<file path="config.mk">
export PLATFORM = sky130hd
export DESIGN_NAME = ftm_queue
export DESIGN_NICKNAME = d
export VERILOG_FILES = /design/src/rtl/ftm_pkg.sv /design/src/rtl/ftm_queue.sv
export SDC_FILE = /design/constraint.sdc
export NUM_CORES = 1
export LEC_CHECK = 0
export BUFFER_PORTS_ARGS = -buffer_cell sky130_fd_sc_hd__buf_2
export CORE_ASPECT_RATIO = 0.6
export CORE_UTILIZATION = 40
export DETAILED_ROUTE_END_ITERATION = 10
export GPL_ROUTABILITY_DRIVEN = 0
export GPL_TIMING_DRIVEN = 0
export PLACE_DENSITY_LB_ADDON = 0.15
export SLEW_MARGIN = 20
export SYNTH_ARGS = -nofsm -noshare
export SYNTH_HDL_FRONTEND = slang
export SYNTH_SLANG_ARGS = --single-unit
export TNS_END_PERCENT = 5
</file>
<file path="constraint.sdc">
create_clock -name i_clk -period 6.75 [get_ports i_clk]
set_input_delay 1.35 -clock i_clk [delete_from_list [all_inputs] [get_ports i_clk]]
set_output_delay 1.35 -clock i_clk [all_outputs]
set_load 0.005 [all_outputs]
</file>
<file path="src/rtl/ftm_pkg.sv">
// shared types, sizes and codes for the feature track merge table
package ftm_pkg;

    localparam int NUM_VIEWS   = 8;
    localparam int NUM_CORNERS = 4096;
    localparam int MAX_TRACKS  = 4096;

    localparam int VIEW_W    = $clog2(NUM_VIEWS);
    localparam int CNT_W     = VIEW_W + 1;
    localparam int CORNER_W  = 12;
    localparam int CORNER_AW = $clog2(NUM_CORNERS);
    localparam int SLOT_W    = $clog2(MAX_TRACKS);
    localparam int COUNT_W   = SLOT_W + 1;
    localparam int SEL_W     = 12;
    localparam int VCOUNT_W  = 4;
    localparam int EFF_W     = 5;
    localparam int CFG_W     = 16;
    localparam int CFG_AW    = 2;
    localparam int MAP_AW    = VIEW_W + CORNER_AW;
    localparam int MAP_DEPTH = 2 ** MAP_AW;
    localparam int TS_AW     = SLOT_W + VIEW_W;
    localparam int TS_DEPTH  = 2 ** TS_AW;

    typedef enum logic [CFG_AW-1:0] {
        CFG_VIEW_FIRST = 2'd0,
        CFG_VIEW_STEP  = 2'd1,
        CFG_VIEW_COUNT = 2'd2
    } t_cfg_idx;

    typedef enum logic [2:0] {
        ST_NEW      = 3'd0,
        ST_MERGED   = 3'd1,
        ST_CONFLICT = 3'd2,
        ST_BAD_VIEW = 3'd3,
        ST_FULL     = 3'd4,
        ST_READ     = 3'd5
    } t_status;

    typedef struct packed {
        logic                mode;
        logic signed [15:0]  view;
        logic [CORNER_W-1:0] corner;
        logic                last_pair;
        logic [SEL_W-1:0]    track_select;
    } t_in;

    typedef struct packed {
        logic [2:0]          status;
        logic [SEL_W-1:0]    track_id;
        logic [COUNT_W-1:0]  track_total;
        logic [CORNER_W-1:0] corner_out;
        logic                present;
    } t_out;

    typedef struct packed {
        logic                v;
        logic [CORNER_W-1:0] corner;
    } t_entry;

    typedef struct packed {
        logic              v;
        logic [SLOT_W-1:0] slot;
    } t_owner;

    typedef struct packed {
        logic                         is_read;
        logic                         bad;
        logic                         rok;
        logic [VIEW_W-1:0]            rframe;
        logic [SEL_W-1:0]             sel;
        t_entry [NUM_VIEWS-1:0]       pend;
    } t_cmd;

endpackage

</file>
<file path="src/rtl/ftm_queue.sv">
// two entry command queue between front and back
module ftm_queue (
    input  logic          i_clk,
    input  logic          i_rst_n,
    input  logic          i_push,
    input  ftm_pkg::t_cmd i_data,
    output logic          o_full,
    output logic          o_valid,
    output ftm_pkg::t_cmd o_data,
    input  logic          i_pop
);

    ftm_pkg::t_cmd r_mem [2];
    logic          r_wp;
    logic          r_rp;
    logic [1:0]    r_n;

    assign o_full  = (r_n == 2'd2);
    assign o_valid = (r_n != 2'd0);
    assign o_data  = r_mem[r_rp];

    always_ff @(posedge i_clk) begin
        if (i_push) begin
            r_mem[r_wp] <= i_data;
        end
    end

    always_ff @(posedge i_clk) begin
        if (!i_rst_n) begin
            r_wp <= 1'b0;
            r_rp <= 1'b0;
            r_n  <= 2'd0;
        end else begin
            if (i_push) begin
                r_wp <= !r_wp;
            end
            if (i_pop) begin
                r_rp <= !r_rp;
            end
            r_n <= r_n + 2'(i_push) - 2'(i_pop);
        end
    end

endmodule

</file>
==> reports/results.tsv <==
metric	value	unit
outcome	finished clean	
cts_tree	yes	
layoutNonFillerInstCount	1007	
drv_slew	0	
crit_path_top_delay_cell	dfxtp_1	
utilization	52.9	%
grt_antenna_before_repair	4	
fin_worst_skew	0.0201	ns
placed_cells_incl_taps	965	
total_routing_usage_gr	14.3	%
postCtsResizedCells	0	
synthCells	401	
post_cts_hold_buffer_count	0	
crit_family	buffers and inverters	
vias_per_std_cell	4.58	
core	22500	µm²
io_buffers	249	
cts_setup_buffers	0	
hold_fails_final_rpt	0	
avgRoutedWirePerCell	17.7	µm
yosys_register_bits	249	
drt_first_iter_violations	167	
design.final.nets	811	
clock_tree.root_cell	clkbuf_16	
area_delta_synth_final	27.1	%
via_count_of_the_first_global_routing_pass	4627	
critical-path-max-stage-delay	0.32	ns
crit_arrival	1.78	ns
synth.distinct_cells	15	
via_count	4611	
hold_class	reg2reg	
maximum_number_of_pins_on_one_net_before_global_route_repair	48	
worst_pin_slew	0.798	ns
initial_core_util	41.6	%
cts_max_level	1	
floorplan.die.width	200	µm
power.ir.vdd_worst	0.179	mV
floorplan.die.height	121	µm
layout_min_cycle_time	3.13	ns
report.final.setup_viol	0	
hold_ws	0.593	ns
max_freq	320	MHz
syn-mean-instance-area	23.4	µm²
finalWirelength	17800	µm
cells_along_the_critical_path	buf_6, buf_8, buf_6, mux2_4, buf_2	
power	3.43	mW
worst_setup_path_start_kind	register	
pwr_density_cell	288	nW/µm²
tritoncts.num_buffers	24	
kind_of_capture_point_of_the_worst_setup_path	primary output	
worst_path_most_repeated_cell	buf_6	
timing.slew.headroom	46.7	%
drive_gt1_share	61.1	%
critPathMaxFanout	10	
dieArea	24000	µm²
global_route.overflow_total	0	
synth.cell_area	9370	µm²
filler_instances	1841	
clkLatencyLatePin	0.51	ns
synth-warning-count	0	
final_antenna_net_count	0	
hpwlAfterDp	12400	µm
cts_max_path_buffers	3	
std_cell_rows	42	
cp_data_required_time	5.40	ns
critical_path.n_buffers_inverters	4	
drt-pass1-iter-count	4	
cap_viol_max_count	0	
detailed_place.area	11200	µm²
cts.sink_count	249	
synth_fp_nets	529	
boundaryPins	250	
synth_sequential_area_ratio	79.3	%
timing_worst_setup_path_type	reg2out	
grt_pass1_wl	25800	µm
leakagePower	4.65	nW
clkSlewWorstSetupHoldPaths	0.06	ns
detailed_route_drc_error_count	0	
timing.final.crit_share	46.4	%
finalInstanceArea	11900	µm²
rsz0062_at_grt	false	
## registers in the layout, indices dropped and copies added, names as in the netlist, named ones only
register,count
r_wp,1
r_rp,1
r_n,2
r_mem,244
## worst paths after layout
kind | cells past startpoint | to | slack, ns | startpoint
setup / recovery | 5 | o_data[93] | 3.62 | register
hold / removal | 2 | r_rp$_SDFFE_PN0P_ | 0.59 | r_rp$_SDFFE_PN0P_
setup reg to reg | 3 | r_mem[1][53]$_DFFE_PP_ | 4.83 | r_wp$_SDFFE_PN0P_
hold reg to reg | 2 | r_rp$_SDFFE_PN0P_ | 0.59 | r_rp$_SDFFE_PN0P_
## synthesized netlist by cell type (all sizes together)
| library cell | instances | area [µm²] |
|---|---|---|
| ha | 2 | 25.0 |
| and2 | 4 | 25.0 |
| o21a | 1 | 7.51 |
| dfxtp | 5 | 100 |
| inv | 2 | 7.51 |
| nor2b | 4 | 25.0 |
| or2 | 1 | 6.26 |
| xor2 | 1 | 8.76 |
| buf | 14 | 136 |
| mux2 | 122 | 1670 |
| edfxtp | 244 | 7330 |
| xnor3 | 1 | 22.5 |
## where the power goes
group          switching [mW]  internal [mW]
combinational           0.170          0.216
clock                   0.521          0.716
sequential             0.0195           1.79
## through the flow
stage / setup slack (ns) / TNS, ns
finish: 3.62 / 0
global route: 3.54 / 0
CTS: 3.57 / 0
detailed placement: 3.72 / 0
global placement: -0.107 / -11.42
floorplan: 1.76 / 0
## cell type report
| type | instances | area (µm²) | share of cell area, % |
|---|---|---|---|
| Antenna cell | 3 | 7.51 | 0.0631 |
| Buffer | 14 | 136 | 1.15 |
| Clock inverter | 4 | 17.5 | 0.147 |
| Multi-Input combinational cell | 136 | 1800 | 15.2 |
| Timing Repair Buffer | 256 | 1410 | 11.8 |
| Tap cell | 308 | 385 | 3.24 |
| Sequential cell | 249 | 7430 | 62.4 |
| Clock buffer | 35 | 704 | 5.92 |
| Inverter | 2 | 7.51 | 0.0631 |
## per-layer routing
| layer | wire length [µm] | GRT usage, % | share of wire (%) |
|---|---|---|---|
| met5 | 13 | 0 | 0.073 |
| met2 | 7960 | 21.6 | 45 |
| met1 | 8060 | 19.8 | 45 |
| met4 | 311 | 3.15 | 1.7 |
| met3 | 1490 | 4.99 | 8.4 |
## layout by cell type (no fill, tap or decap), types with 2 or more instances in the layout
cell type  netlist  final
and2_1           4      3
buf_2            4    253
diode_2          0      3
mux2_4          80     80
clkinv_1         0      2
clkinv_2         0      2
buf_12           0      4
edfxtp_1       244    244
inv_1            2      2
buf_16           0      3
clkbuf_8         0      2
ha_1             2      2
dfxtp_1          5      5
buf_6            9      9
mux2_2          42     42
clkbuf_16        0     26
nor2b_1          4      3
clkbuf_1         0      7
## worst min-delay path: cells and delay by family (launching register included)
family | cells | cell delay (ns)
flip-flops | 1 | 0.32
XOR/XNOR | 1 | 0.08
AND/OR/NAND/NOR | 1 | 0.15
## logic make-up (layout without fill, tap and decap cells)
kind of cell,after synthesis,after routing,share of synthesized area (%)
flops,249,249,79.3
mux,122,122,17.9
buf+inv,16,311,1.54
simple gates,9,9,0.601
fa+ha+maj,2,2,0.267
xor+xnor,2,2,0.334
compound gates,1,1,0.0802
other cells,0,3,0
Note: power is estimated with default switching activity, not from simulation.
