<file path="config.mk">
export PLATFORM = sky130hd
export DESIGN_NAME = ftm_front
export DESIGN_NICKNAME = d
export VERILOG_FILES = /design/src/rtl/ftm_pkg.sv /design/src/rtl/ftm_front.sv
export SDC_FILE = /design/constraint.sdc
export NUM_CORES = 1
export LEC_CHECK = 0
export BUFFER_PORTS_ARGS = -buffer_cell sky130_fd_sc_hd__buf_2
export CAP_MARGIN = 20
export CORE_MARGIN = 2
export CORE_UTILIZATION = 39
export DETAILED_ROUTE_END_ITERATION = 16
export PLACE_DENSITY_LB_ADDON = 0.05
export SLEW_MARGIN = 20
export SYNTH_ARGS = -nofsm -noshare
export SYNTH_HDL_FRONTEND = slang
export SYNTH_SLANG_ARGS = --single-unit
</file>
<file path="constraint.sdc">
create_clock -name i_clk -period 13.5 [get_ports i_clk]
set_clock_uncertainty 0.05 [all_clocks]
set_input_delay 2.7 -clock i_clk [delete_from_list [all_inputs] [get_ports i_clk]]
set_output_delay 2.7 -clock i_clk [all_outputs]
set_load 0.005 [all_outputs]
</file>
<file path="src/rtl/ftm_pkg.sv">
// shared types, sizes and codes for the feature track merge table
package ftm_pkg;

    localparam int NUM_VIEWS   = 8;
    localparam int NUM_CORNERS = 4096;
    localparam int MAX_TRACKS  = 4096;

    localparam int VIEW_W    = $clog2(NUM_VIEWS);
    localparam int CNT_W     = VIEW_W + 1;
    localparam int CORNER_W  = 12;
    localparam int CORNER_AW = $clog2(NUM_CORNERS);
    localparam int SLOT_W    = $clog2(MAX_TRACKS);
    localparam int COUNT_W   = SLOT_W + 1;
    localparam int SEL_W     = 12;
    localparam int VCOUNT_W  = 4;
    localparam int EFF_W     = 5;
    localparam int CFG_W     = 16;
    localparam int CFG_AW    = 2;
    localparam int MAP_AW    = VIEW_W + CORNER_AW;
    localparam int MAP_DEPTH = 2 ** MAP_AW;
    localparam int TS_AW     = SLOT_W + VIEW_W;
    localparam int TS_DEPTH  = 2 ** TS_AW;

    typedef enum logic [CFG_AW-1:0] {
        CFG_VIEW_FIRST = 2'd0,
        CFG_VIEW_STEP  = 2'd1,
        CFG_VIEW_COUNT = 2'd2
    } t_cfg_idx;

    typedef enum logic [2:0] {
        ST_NEW      = 3'd0,
        ST_MERGED   = 3'd1,
        ST_CONFLICT = 3'd2,
        ST_BAD_VIEW = 3'd3,
        ST_FULL     = 3'd4,
        ST_READ     = 3'd5
    } t_status;

    typedef struct packed {
        logic                mode;
        logic signed [15:0]  view;
        logic [CORNER_W-1:0] corner;
        logic                last_pair;
        logic [SEL_W-1:0]    track_select;
    } t_in;

    typedef struct packed {
        logic [2:0]          status;
        logic [SEL_W-1:0]    track_id;
        logic [COUNT_W-1:0]  track_total;
        logic [CORNER_W-1:0] corner_out;
        logic                present;
    } t_out;

    typedef struct packed {
        logic                v;
        logic [CORNER_W-1:0] corner;
    } t_entry;

    typedef struct packed {
        logic              v;
        logic [SLOT_W-1:0] slot;
    } t_owner;

    typedef struct packed {
        logic                         is_read;
        logic                         bad;
        logic                         rok;
        logic [VIEW_W-1:0]            rframe;
        logic [SEL_W-1:0]             sel;
        t_entry [NUM_VIEWS-1:0]       pend;
    } t_cmd;

endpackage

</file>
<file path="src/rtl/ftm_front.sv">
// front end: config registers, view to frame mapping, pending track, command issue
module ftm_front (
    input  logic                        i_clk,
    input  logic                        i_rst_n,
    input  logic                        i_cfg_we,
    input  logic [ftm_pkg::CFG_AW-1:0]  i_cfg_addr,
    input  logic [ftm_pkg::CFG_W-1:0]   i_cfg_wdata,
    input  logic                        i_in_valid,
    output logic                        o_in_ready,
    input  ftm_pkg::t_in                i_in_data,
    input  logic                        i_busy,
    input  logic                        i_cmd_full,
    output logic                        o_cmd_push,
    output ftm_pkg::t_cmd               o_cmd,
    output logic                        o_clear
);

    logic signed [15:0]               r_first;
    logic [7:0]                       r_step;
    logic [ftm_pkg::VCOUNT_W-1:0]     r_vcount;
    ftm_pkg::t_entry [ftm_pkg::NUM_VIEWS-1:0] r_pend;
    logic                             r_bad;

    ftm_pkg::t_entry [ftm_pkg::NUM_VIEWS-1:0] n_pend;
    logic                             n_bad;
    logic signed [16:0]               diff;
    logic [7:0]                       step_e;
    logic [ftm_pkg::EFF_W-1:0]        eff;
    logic [ftm_pkg::NUM_VIEWS-1:0]    hit;
    logic [ftm_pkg::VIEW_W-1:0]       frame;
    logic [11:0]                      mult;
    logic                             pair_ok;
    logic                             accept;

    assign o_in_ready = !i_cmd_full && !i_busy && !i_cfg_we;
    assign accept     = i_in_valid && o_in_ready;

    always_comb begin
        o_clear = 1'b0;
        unique case (i_cfg_addr)
            ftm_pkg::CFG_VIEW_FIRST, ftm_pkg::CFG_VIEW_STEP,
            ftm_pkg::CFG_VIEW_COUNT: o_clear = i_cfg_we;
            default: o_clear = 1'b0;
        endcase
    end

    always_comb begin
        diff   = 17'($signed({i_in_data.view[15], i_in_data.view}))
                 - 17'($signed({r_first[15], r_first}));
        step_e = (r_step == 8'd0) ? 8'd1 : r_step;
        eff    = (ftm_pkg::EFF_W'(r_vcount) > ftm_pkg::EFF_W'(ftm_pkg::NUM_VIEWS))
                 ? ftm_pkg::EFF_W'(ftm_pkg::NUM_VIEWS) : ftm_pkg::EFF_W'(r_vcount);
        frame  = '0;
        mult   = '0;
        for (int k = 0; k < ftm_pkg::NUM_VIEWS; k++) begin
            mult   = 12'(step_e) * 12'(k);
            hit[k] = !diff[16] && (diff == 17'(mult))
                     && (ftm_pkg::EFF_W'(k) < eff);
            frame  = frame | (hit[k] ? ftm_pkg::VIEW_W'(k) : '0);
        end
        pair_ok = (|hit) && (17'(i_in_data.corner) < 17'(ftm_pkg::NUM_CORNERS));

        n_pend = r_pend;
        n_bad  = r_bad;
        if (pair_ok) begin
            n_pend[frame] = {1'b1, i_in_data.corner};
        end else begin
            n_bad = 1'b1;
        end

        o_cmd.is_read = i_in_data.mode;
        o_cmd.bad     = n_bad;
        o_cmd.pend    = n_pend;
        o_cmd.sel     = i_in_data.track_select;
        o_cmd.rok     = !i_in_data.view[15]
                        && (16'(i_in_data.view) < 16'(eff));
        o_cmd.rframe  = i_in_data.view[ftm_pkg::VIEW_W-1:0];
        o_cmd_push    = accept && (i_in_data.mode || i_in_data.last_pair);
    end

    always_ff @(posedge i_clk) begin
        if (!i_rst_n) begin
            r_first  <= '0;
            r_step   <= 8'd1;
            r_vcount <= ftm_pkg::VCOUNT_W'(8);
            r_pend   <= '0;
            r_bad    <= 1'b0;
        end else if (o_clear) begin
            case (i_cfg_addr)
                ftm_pkg::CFG_VIEW_FIRST: r_first  <= i_cfg_wdata;
                ftm_pkg::CFG_VIEW_STEP:  r_step   <= i_cfg_wdata[7:0];
                default:                 r_vcount <= i_cfg_wdata[ftm_pkg::VCOUNT_W-1:0];
            endcase
            r_pend <= '0;
            r_bad  <= 1'b0;
        end else if (accept && !i_in_data.mode) begin
            if (i_in_data.last_pair) begin
                r_pend <= '0;
                r_bad  <= 1'b0;
            end else begin
                r_pend <= n_pend;
                r_bad  <= n_bad;
            end
        end
    end

endmodule

</file>
==> results of run 1 <==
==> cell families (layout without fill, tap and decap cells) <==
group	count (synthesis)	count (layout)	share of synthesized area
adders and majority gates	53	53	0.0725
xor gates and xnor gates	78	78	0.0836
buffers and inverters	133	257	0.0669
and+or+nand+nor	305	305	0.168
DFF	133	133	0.275
AOI/OAI and AO/OA	272	272	0.223
muxes	98	98	0.112
==> critical path, delay by kind of cell <==
family | cells | cell delay (ns)
adder cells (fa/ha/maj) | 2 | 0.57
XOR/XNOR | 1 | 0.22
AO/OA/AOI/OAI | 4 | 1.74
multiplexers | 1 | 0.42
buffers and inverters | 4 | 0.34
AND/OR/NAND/NOR | 4 | 1.48
==> state kept, by name, summed over array words and instances (netlist names) <==
| register | count |
|---|---|
| r_bad | 1 |
| r_first | 16 |
| r_pend | 104 |
| r_step | 8 |
| r_vcount | 4 |
==> stage by stage <==
| step | area, um^2 | worst slack [ns] | power [mW] | hold slack [ns] |
|---|---|---|---|---|
| finish | 11100 | 3.24 | 1.09 | 0.410 |
| global route | 11100 | 2.92 | 1.13 | 0.423 |
| CTS | 11100 | 3.01 | 1.09 | 0.410 |
| detailed placement | 10500 | 3.03 | 0.608 | 0.395 |
| global placement | 10500 | 3.12 | 0.609 | 0.388 |
| floorplan | 9690 | 4.05 | 0.558 | 0.379 |
==> layout make-up <==
class                      instances  share of cell area
multi-input combinational        806               0.574
inverter                          53              0.0178
timing repair buffer             172              0.0789
sequential                       133               0.239
clock inverter                    14              0.0148
clock buffer                      18              0.0394
tap                              324              0.0364
==> worst paths after layout <==
path	from	to	slack (ns)	cells after the start
setup reg to reg	r_step[5]	r_pend[81]	6.46	20
hold / removal	r_pend[25]	r_pend[25]	0.41	1
hold reg to reg	r_pend[25]	r_pend[25]	0.41	1
setup / recovery	i_in_data[25]	o_cmd[86]	3.24	16
==> power by group <==
group	total (mW)	internal (mW)	switching, mW
Clock	0.486	0.282	0.204
Sequential	0.399	0.395	0.00439
Combinational	0.203	0.0763	0.126
==> cells in the final DEF (no fill, tap or decap), types with 5 or more instances in the layout <==
| master | Yosys | routed |
|---|---|---|
| o211ai_1 | 5 | 5 |
| dfxtp_1 | 133 | 133 |
| mux2i_1 | 14 | 14 |
| and2_1 | 10 | 10 |
| nand2_1 | 96 | 96 |
| nand3_1 | 14 | 14 |
| nor2b_1 | 15 | 15 |
| buf_4 | 25 | 5 |
| nor4_1 | 12 | 11 |
| a31oi_1 | 9 | 9 |
| a21o_1 | 11 | 11 |
| mux2_2 | 84 | 84 |
| a21boi_0 | 17 | 17 |
| buf_2 | 26 | 166 |
| a32o_1 | 12 | 12 |
| nor2_1 | 56 | 56 |
| o21a_1 | 9 | 9 |
| nand2b_1 | 13 | 13 |
| nand4_1 | 10 | 10 |
| o21ai_0 | 23 | 23 |
| inv_6 | 0 | 5 |
| a211oi_1 | 9 | 9 |
| or2_2 | 11 | 11 |
| clkbuf_16 | 0 | 17 |
| xnor2_1 | 42 | 42 |
| a22o_1 | 85 | 85 |
| xnor3_1 | 6 | 6 |
| ha_1 | 45 | 45 |
| a21oi_1 | 29 | 29 |
| inv_1 | 52 | 52 |
| nor3_1 | 20 | 20 |
| fa_1 | 6 | 6 |
| and3_1 | 9 | 9 |
| xor2_1 | 25 | 25 |
==> routing by layer <==
metal  vias to the layer above  GRT usage  wire (um)
met5                         -          0          0
met4                         0     0.0515        339
met3                        23     0.0345       1470
met2                       211      0.348      12600
met1                      4050      0.331      15300
li1                       4138          -          -
==> impl_metrics.csv, run 1 <==
group,metric,value,unit
floorplanning,initial_core_util,0.397,
power_and_ir_drop,irDropWorstVdd,58.9,uV
cts,numCtsBuffers,17,
synthesis,yosysSeqAreaShare,0.275,
cts,hold_buffers,0,
setup_path,path_class,"input port to primary output",
cts,cts_max_level,4,
floorplanning,core,0.0244,mm^2
setup_path,path_cells,"buf_2 -> inv_1 -> ha_1 -> inv_1 -> fa_1 -> a21o_1 -> a311o_1 -> a221o_1 -> xnor2_1 -> nor4_1 -> nand2_1 -> o32ai_1 -> nor3_4 -> nor3b_4 -> mux2_2 -> buf_2",
route,ant_nets,0,
synthesis,yosys-top-cells-area,"dfxtp_1, mux2_2, a22o_1",
placement,placed_cells,1487,
placement,gp_congestion,0.839,
synthesis,synth_edf_count,0,
floorplanning,die_x,162,um
route,num_vias,8422,
timing,min_period,10.26,ns
synthesis,synth_seq_cells,133,
setup_path,slowest_stage,"nor3b_4",
route,routed_wirelength,29700,um
synthesis,syn_inst,1072,
setup_path,worstPathArrival,7.51,ns
route,wl_per_cell,19.5,um
final_layout,nFillCells,2452,
timing,setup_viol,0,
global_route,grt_pass1_wl,46100,um
placement,portBuffers,166,
global_route,antenna_found_initial,0,
timing,fmax,0.0974,GHz
route,drt_pass1_iterations,5,
final_layout,antenna-diode-count,0,
floorplanning,die_area,0.0261,mm^2
synthesis,netlist.area_leader.share,0.275,
hold_path,hold_path_class,"flip-flop to flip-flop",
synthesis,netlist_area,0.00969,mm^2
cts,post_cts_resized,0,
setup_path,required,10.75,ns
timing,tightestPinTransition,1.05,ns
final_layout,multiInputGateArea,0.00639,mm^2
cts,cts_root_buf,"clkbuf_16",
route,drc,0,
cts,clock_path_buffers,2,
power_and_ir_drop,power_leakage,5.03,nW
run_status,status,"completed",
timing,hold_viol,0,
power_and_ir_drop,cellPowerDensity,97.7,mW/mm^2
floorplanning,num_rows,57,
global_route,grt_max_degree,30,
job,drv_cap,0,
route,initialDrtViolationCount,515,
synthesis,avgSynthCellArea,9.04,um^2
final_layout,final-instance-count-excl-fill,1520,
final_layout,final_nets,1300,
cts,cts_tree,"done",
cts,clock_sinks,133,
global_route,grtUsageTotal,0.225,
synthesis,yosysWarningCount,0,
cts,path_clk_slew,0.06,ns
final_layout,areaGrowthSynthToFinish,15.0,%
timing,period_share,0.760,
synthesis,synth_ff_type,"dfxtp_1",
timing,relSlewSlack,0.298,
timing,rsz0062_at_grt,"no",
setup_path,cp_max_fo,16,
floorplanning,io_pins,191,
synthesis,ys_async_sr_fraction,0,
timing,tns,0,ns
setup_path,endpoint_kind,"primary output",
synthesis,synth_top_area_cell,"dfxtp_1",
floorplanning,die_h,162,um
synthesis,synth_common_cells,"dfxtp_1, nand2_1, a22o_1, mux2_2, nor2_1",
setup_path,timing.critical_path.slowest_cell_delay,0.78,ns
synthesis,yosysMostFrequentCell,"dfxtp_1",
final_layout,regArea,0.00266,mm^2
global_route,grt.overflow.total,0,
placement,dp.final_hpwl,22000,um
synthesis,ys_types,90,
synthesis,synthesis.nets,1189,
global_route,grt_pass1_vias,8151,
timing,slew_viol_final,0,
final_layout,post-route-util,0.457,
setup_path,cp-start-kind,"input port",
cts,worstSkewPairLatency,0.42,ns
cts,postCtsSetupRepairBufs,0,
final_layout,drive_gt1_frac,0.282,
route,viasPerCell,5.54,
No activity file was read; power rests on OpenSTA's default activity.
==> run 2, diff against run 1 <==
==> constraint.sdc (replaced) <==
create_clock -name i_clk -period 9.5 [get_ports i_clk]
set_clock_uncertainty 0.05 [all_clocks]
set_input_delay 1.9 -clock i_clk [delete_from_list [all_inputs] [get_ports i_clk]]
set_output_delay 1.9 -clock i_clk [all_outputs]
set_load 0.005 [all_outputs]
==> run 2 against run 1 <==
Compared with the run above: final area rose by 0.25%; largest power group unchanged; power up 39%; worst hold slack worse by 0.00058 ns; register-to-register slack got worse by 3.7 ns; worst setup slack lost 2.4 ns; highest routed layer unchanged; sequential power increased by 42%.
==> impl_metrics.csv, run 2 (same netlist as run 1, synthesis figures left out) <==
group,metric,value,unit
setup_path,required,7.55,ns
setup_path,endpoint_kind,"primary output",
timing,slew_viol_final,0,
hold_path,hold_path_depth,2,
setup_path,path_cells,"buf_2 -> inv_1 -> ha_1 -> inv_1 -> fa_1 -> a21o_1 -> a311o_1 -> a221o_1 -> xnor2_1 -> nor4_1 -> nand2_1 -> o32ai_1 -> inv_1 -> nor3_4 -> mux2_2 -> buf_2",
placement,dp.final_hpwl,22200,um
timing,rsz0062_at_grt,"no",
setup_path,timing.critical_path.slowest_cell_delay,0.71,ns
route,initialDrtViolationCount,530,
final_layout,regMostFlops,"r_pend",
cts,postCtsSetupRepairBufs,0,
cts,cts_max_level,4,
route,routed_wirelength,29700,um
final_layout,antenna-diode-count,0,
timing,fmax,0.116,GHz
final_layout,drive_gt1_frac,0.287,
setup_path,endpoint,"o_cmd[74]",
setup_path,cp_max_fo,15,
floorplanning,num_rows,57,
setup_path,cp.buffers_inverters,5,
final_layout,multiInputGateArea,0.00640,mm^2
floorplanning,die_x,162,um
cts,numCtsBuffers,17,
route,drc,0,
cts,clock_path_buffers,2,
power_and_ir_drop,irDropWorstVdd,76.7,uV
timing,relSlewSlack,0.286,
final_layout,largest_reg_flops,104,
floorplanning,core,0.0244,mm^2
setup_path,worstPathArrival,6.67,ns
timing,hold_viol,0,
cts,post_cts_resized,0,
global_route,grt_max_degree,30,
hold_path,hp-start,"r_pend[64]",
global_route,grt_pass1_vias,8218,
setup_path,ff2ff_setup_slack,2.74,ns
global_route,grt.overflow.total,0,
final_layout,nFillCells,2463,
timing,tns,0,ns
setup_path,slowest_stage,"nor3_4",
hold_path,hold_path_class,"flip-flop to flip-flop",
route,viasPerCell,5.49,
power_and_ir_drop,cellPowerDensity,135,mW/mm^2
placement,gp_congestion,0.858,
global_route,grtUsageTotal,0.229,
cts,path_clk_slew,0.06,ns
setup_path,r2r_cells,21,
timing,min_period,8.62,ns
route,num_vias,8385,
job,drv_cap,0,
final_layout,areaGrowthSynthToFinish,15.3,%
final_layout,top_regs,"r_pend: 104 flops, r_first: 16 flops, r_step: 8 flops",
setup_path,cpMostUsedCell,"inv_1",
floorplanning,initial_core_util,0.397,
timing,tightestPinTransition,1.06,ns
cts,clock_sinks,133,
cts,worstSkewPairLatency,0.43,ns
cts,hold_buffers,0,
run_status,status,"completed",
global_route,grt_pass1_wl,47000,um
floorplanning,die_h,162,um
timing,setup_viol,0,
final_layout,final_common_cell,"buf_2",
route,ant_nets,0,
final_layout,regArea,0.00266,mm^2
floorplanning,io_pins,191,
cts,cts_root_buf,"clkbuf_16",
setup_path,r2r_end,"r_pend[62]",
global_route,antenna_found_initial,0,
route,wl_per_cell,19.5,um
final_layout,layout_common_cells,"buf_2, dfxtp_1, nand2_1",
floorplanning,die_area,0.0261,mm^2
setup_path,cp-start-kind,"input port",
setup_path,timing.rr.start,"r_step[6]",
cts,cts_tree,"done",
timing,period_share,0.908,
power_and_ir_drop,p_total,1.51,mW
route,drt_pass1_iterations,5,
setup_path,crit_family,"compound AO/OA/AOI/OAI gates",
final_layout,final_nets,1307,
placement,portBuffers,166,
power_and_ir_drop,power_leakage,5.05,nW
setup_path,critical_path_depth,16,
setup_path,path_class,"input port to primary output",
setup_path,setup.worst_path.start,"i_in_data[25]",
-- run 2: cell types whose count changed in the layout (fill, tap and decap cells not counted), moves of 2 or more --
cell and delta:
buf_4 +8, clkinv_4 -2, inv_8 +2, bufinv_16 -2
-- run 2: cell type report --
type	count	area share
clock buffers	18	0.0393
flip-flops and latches	133	0.238
clock inverters	14	0.0120
multi-input cells	806	0.573
inverters	53	0.0178
well taps	324	0.0363
repair buffers	179	0.0831
-- run 2: where the power goes --
group	internal [mW]	switching [mW]	total (mW)
combinational	0.110	0.180	0.290
clock	0.353	0.303	0.656
sequential	0.561	0.00490	0.566
-- run 2: worst min path at each step --
stage,endpoint
floorplan,r_pend[103]
global placement,r_pend[25]
detailed placement,r_pend[25]
CTS,r_pend[25]
global route,r_pend[25]
finish,r_pend[64]
-- run 2: routing by layer --
| layer | share of wire | global-route usage | vias to the layer above | wire, um |
|---|---|---|---|---|
| li1 | - | - | 4137 | - |
| met1 | 0.52 | 0.345 | 4027 | 15500 |
| met2 | 0.42 | 0.343 | 193 | 12600 |
| met3 | 0.039 | 0.0327 | 28 | 1170 |
| met4 | 0.016 | 0.0547 | 0 | 466 |
| met5 | 0 | 0 | - | 0 |
-- run 2: worst register-to-register path, delay by kind of cell, from the launching register on --
kind | cells | cell delay [ns]
DFF | 1 | 0.41
buffers and inverters | 4 | 0.76
and+or+nand+nor | 6 | 2.18
adders and majority gates | 4 | 1.13
AOI/OAI and AO/OA | 7 | 2.10
-- run 2: stage by stage --
step	util	worst slack [ns]	hold slack (ns)	cell area (um^2)	cells
4_1_cts	0.458	0.903	0.411	11200	1527
3_5_place_dp	0.434	0.935	0.394	10600	1495
5_1_grt	0.458	0.458	0.423	11200	1527
2_1_floorplan	-	1.65	0.379	9690	1072
6_report	0.458	0.877	0.409	11200	1527
3_3_place_gp	0.434	1.02	0.388	10600	1495
==> run 3, diff against run 2 <==
--- a/config.mk
+++ b/config.mk
@@ -5,6 +5,7 @@
 export SDC_FILE = /design/constraint.sdc
 export NUM_CORES = 1
 export LEC_CHECK = 0
+export ABC_AREA = 1
 export BUFFER_PORTS_ARGS = -buffer_cell sky130_fd_sc_hd__buf_2
 export CAP_MARGIN = 20
 export CORE_MARGIN = 2
==> run 3 against run 2 <==
Compared with the run above: critical path type is now flip-flop to primary output; highest routed layer is now met5; final area is 11% higher; largest power group unchanged; largest cell class unchanged; area after synthesis up 13%; register-to-register slack gained 0.54 ns; first-iteration DRC count is 75% higher.
==> impl_metrics.csv, run 3 <==
group,metric,value,unit
global_route,grt_pass1_wl,57400,um
cts,clock_path_buffers,2,
cts,numCtsBuffers,17,
final_layout,antenna-diode-count,0,
final_layout,final_nets,2012,
placement,placed_cells,2254,
setup_path,worstPathArrival,6.49,ns
floorplanning,die_x,171,um
synthesis,synth_top_area_cell,"dfxtp_1",
setup_path,timing.rr.start,"r_step[4]",
final_layout,top_regs,"r_pend: 104 flops, r_first: 16 flops, r_step: 8 flops",
synthesis,synth_seq_cells,133,
synthesis,synth_edf_count,0,
final_layout,layout_common_cells,"nand2_1, nand3_1, inv_1",
synthesis,yosysMostFrequentCell,"nand2_1",
cts,worstSkewPairLatency,0.43,ns
timing,relSlewSlack,0.341,
synthesis,netlist_area,0.0109,mm^2
route,routed_wirelength,36500,um
synthesis,netlist.area_leader.share,0.244,
power_and_ir_drop,power_leakage,6.05,nW
synthesis,synth_common_cells,"nand2_1, nand3_1, inv_1, a21oi_1, dfxtp_1",
cts,cts_max_level,4,
cts,clock_sinks,133,
cts,hold_buffers,0,
floorplanning,initial_core_util,0.394,
route,num_vias,11800,
power_and_ir_drop,irDropWorstVdd,98.5,uV
timing,tns,0,ns
global_route,grt_pass1_vias,10700,
hold_path,hold_path_class,"flip-flop to flip-flop",
setup_path,required,7.55,ns
final_layout,drive_gt1_frac,0.131,
route,viasPerCell,5.16,
synthesis,ys_async_sr_fraction,0,
synthesis,yosysSeqAreaShare,0.244,
placement,gp_congestion,0.890,
timing,setup_viol,0,
timing,tightestPinTransition,0.989,ns
synthesis,yosysWarningCount,0,
route,wl_per_cell,16.0,um
placement,dp.final_hpwl,26500,um
timing,period_share,0.889,
cts,post_cts_resized,0,
final_layout,final-instance-count-excl-fill,2286,
timing,slew_viol_final,0,
global_route,grtUsageTotal,0.249,
cts,cts_root_buf,"clkbuf_16",
synthesis,avgSynthCellArea,6.08,um^2
placement,place_area,0.0118,mm^2
setup_path,setup.worst_path.start,"r_step[4]",
route,ant_nets,0,
global_route,antenna_found_initial,1,
final_layout,areaGrowthSynthToFinish,13.6,%
setup_path,cp-start-kind,"flip-flop",
global_route,grt.overflow.total,0,
floorplanning,io_pins,191,
cts,path_clk_slew,0.07,ns
synthesis,synthesis.nets,1914,
timing,rsz0062_at_grt,"no",
synthesis,syn_inst,1797,
timing,hold_viol,0,
final_layout,largest_reg_flops,104,
floorplanning,core,0.0277,mm^2
route,drt_pass1_iterations,8,
final_layout,regMostFlops,"r_pend",
hold_path,hp-start,"r_first[2]",
synthesis,yosys-top-cells-area,"dfxtp_1, nand2_1, nand3_1",
route,initialDrtViolationCount,927,
job,drv_cap,0,
synthesis,synth_ff_type,"dfxtp_1",
placement,portBuffers,166,
floorplanning,die_area,0.0294,mm^2
power_and_ir_drop,cellPowerDensity,129,mW/mm^2
final_layout,final_common_cell,"nand2_1",
timing,min_period,8.44,ns
run_status,status,"completed",
setup_path,cp_max_fo,27,
setup_path,endpoint_kind,"primary output",
final_layout,fin_area,0.0124,mm^2
cts,postCtsSetupRepairBufs,0,
global_route,grt_max_degree,83,
floorplanning,die_h,171,um
synthesis,ys_types,43,
timing,fmax,0.118,GHz
route,drc,0,
floorplanning,num_rows,61,
cts,cts_tree,"done",
setup_path,path_class,"flip-flop to primary output",
[run 3: cell count changes after synthesis, sizes merged, moves of 72 or more]
cell,previous run,this run
a21oi,30,163
a22o,85,0
and2,10,84
inv,52,240
mux2,84,0
nand2,96,476
nand3,14,236
nand4,11,83
[run 3: layout make-up]
type	instances	area, um^2
inverters	241	908
multi-input cells	1332	6910
fillers	3005	15300
well taps	378	473
repair buffers	170	861
clock buffers	18	439
clock inverters	14	158
flip-flops and latches	133	2660
[run 3: power by group]
part / internal, mW / leakage, nW / switching, mW / total [mW]
logic: 0.100 / 4.68 / 0.238 / 0.338
registers: 0.563 / 1.07 / 0.00591 / 0.569
clock network: 0.381 / 0.291 / 0.311 / 0.693
total: 1.05 / 6.05 / 0.555 / 1.60
[run 3: logic make-up (layout without fill, tap and decap cells)]
group / count (synthesis) / count (layout) / synth area share
xor+xnor: 24 / 24 / 0.0192
flops: 133 / 133 / 0.244
fa+ha+maj: 51 / 51 / 0.0626
buf+inv: 332 / 443 / 0.124
compound gates: 231 / 231 / 0.112
simple gates: 1026 / 1026 / 0.438
[run 3: layer usage]
metal  global-route usage  routed length [um]  up-vias
met4               0.0748                 739        2
met1                0.361               18200     5374
met2                0.383               15800      325
li1                     -                   -     6036
met5                    0                  18        -
met3               0.0338                1750       54
[run 3: critical path: stages (launching register included)]
cell and delay (ns):
dfxtp_1 0.52, inv_1 0.26, ha_1 0.28, nand3_1 0.15, nor2_2 0.11, nor2_1 0.56
fa_1 0.54, ha_1 0.37, nand2_1 0.11, or2_2 0.30, nand3_1 0.10, xor2_1 0.26
xnor2_1 0.22, nand3_1 0.12, nor2_1 0.14, nor2_1 0.10, nand2_2 0.22, nand2_2 0.42
nor2_2 0.58, nand2_2 0.29, nand2_1 0.17, and2_1 0.14, buf_2 0.13
[run 3: metrics by stage]
stage                      util  setup WS (ns)  power [mW]  hold slack (ns)
after CTS                 0.448           1.18        1.61            0.415
after floorplan               -           2.97       0.823            0.377
after detailed placement  0.426           1.40       0.915            0.404
after global routing      0.448          0.602        1.68            0.428
after global placement    0.426           1.48       0.915            0.398
final                     0.448           1.06        1.60            0.412
[run 3: final timing paths]
| path | end | slack, ns | cells after the start |
|---|---|---|---|
| worst max register to register | r_pend[35] | 3.28 | 20 |
| worst min register to register | r_first[2] | 0.41 | 2 |
| worst min-delay path | r_first[2] | 0.41 | 2 |
| worst max-delay path | o_cmd[24] | 1.06 | 22 |
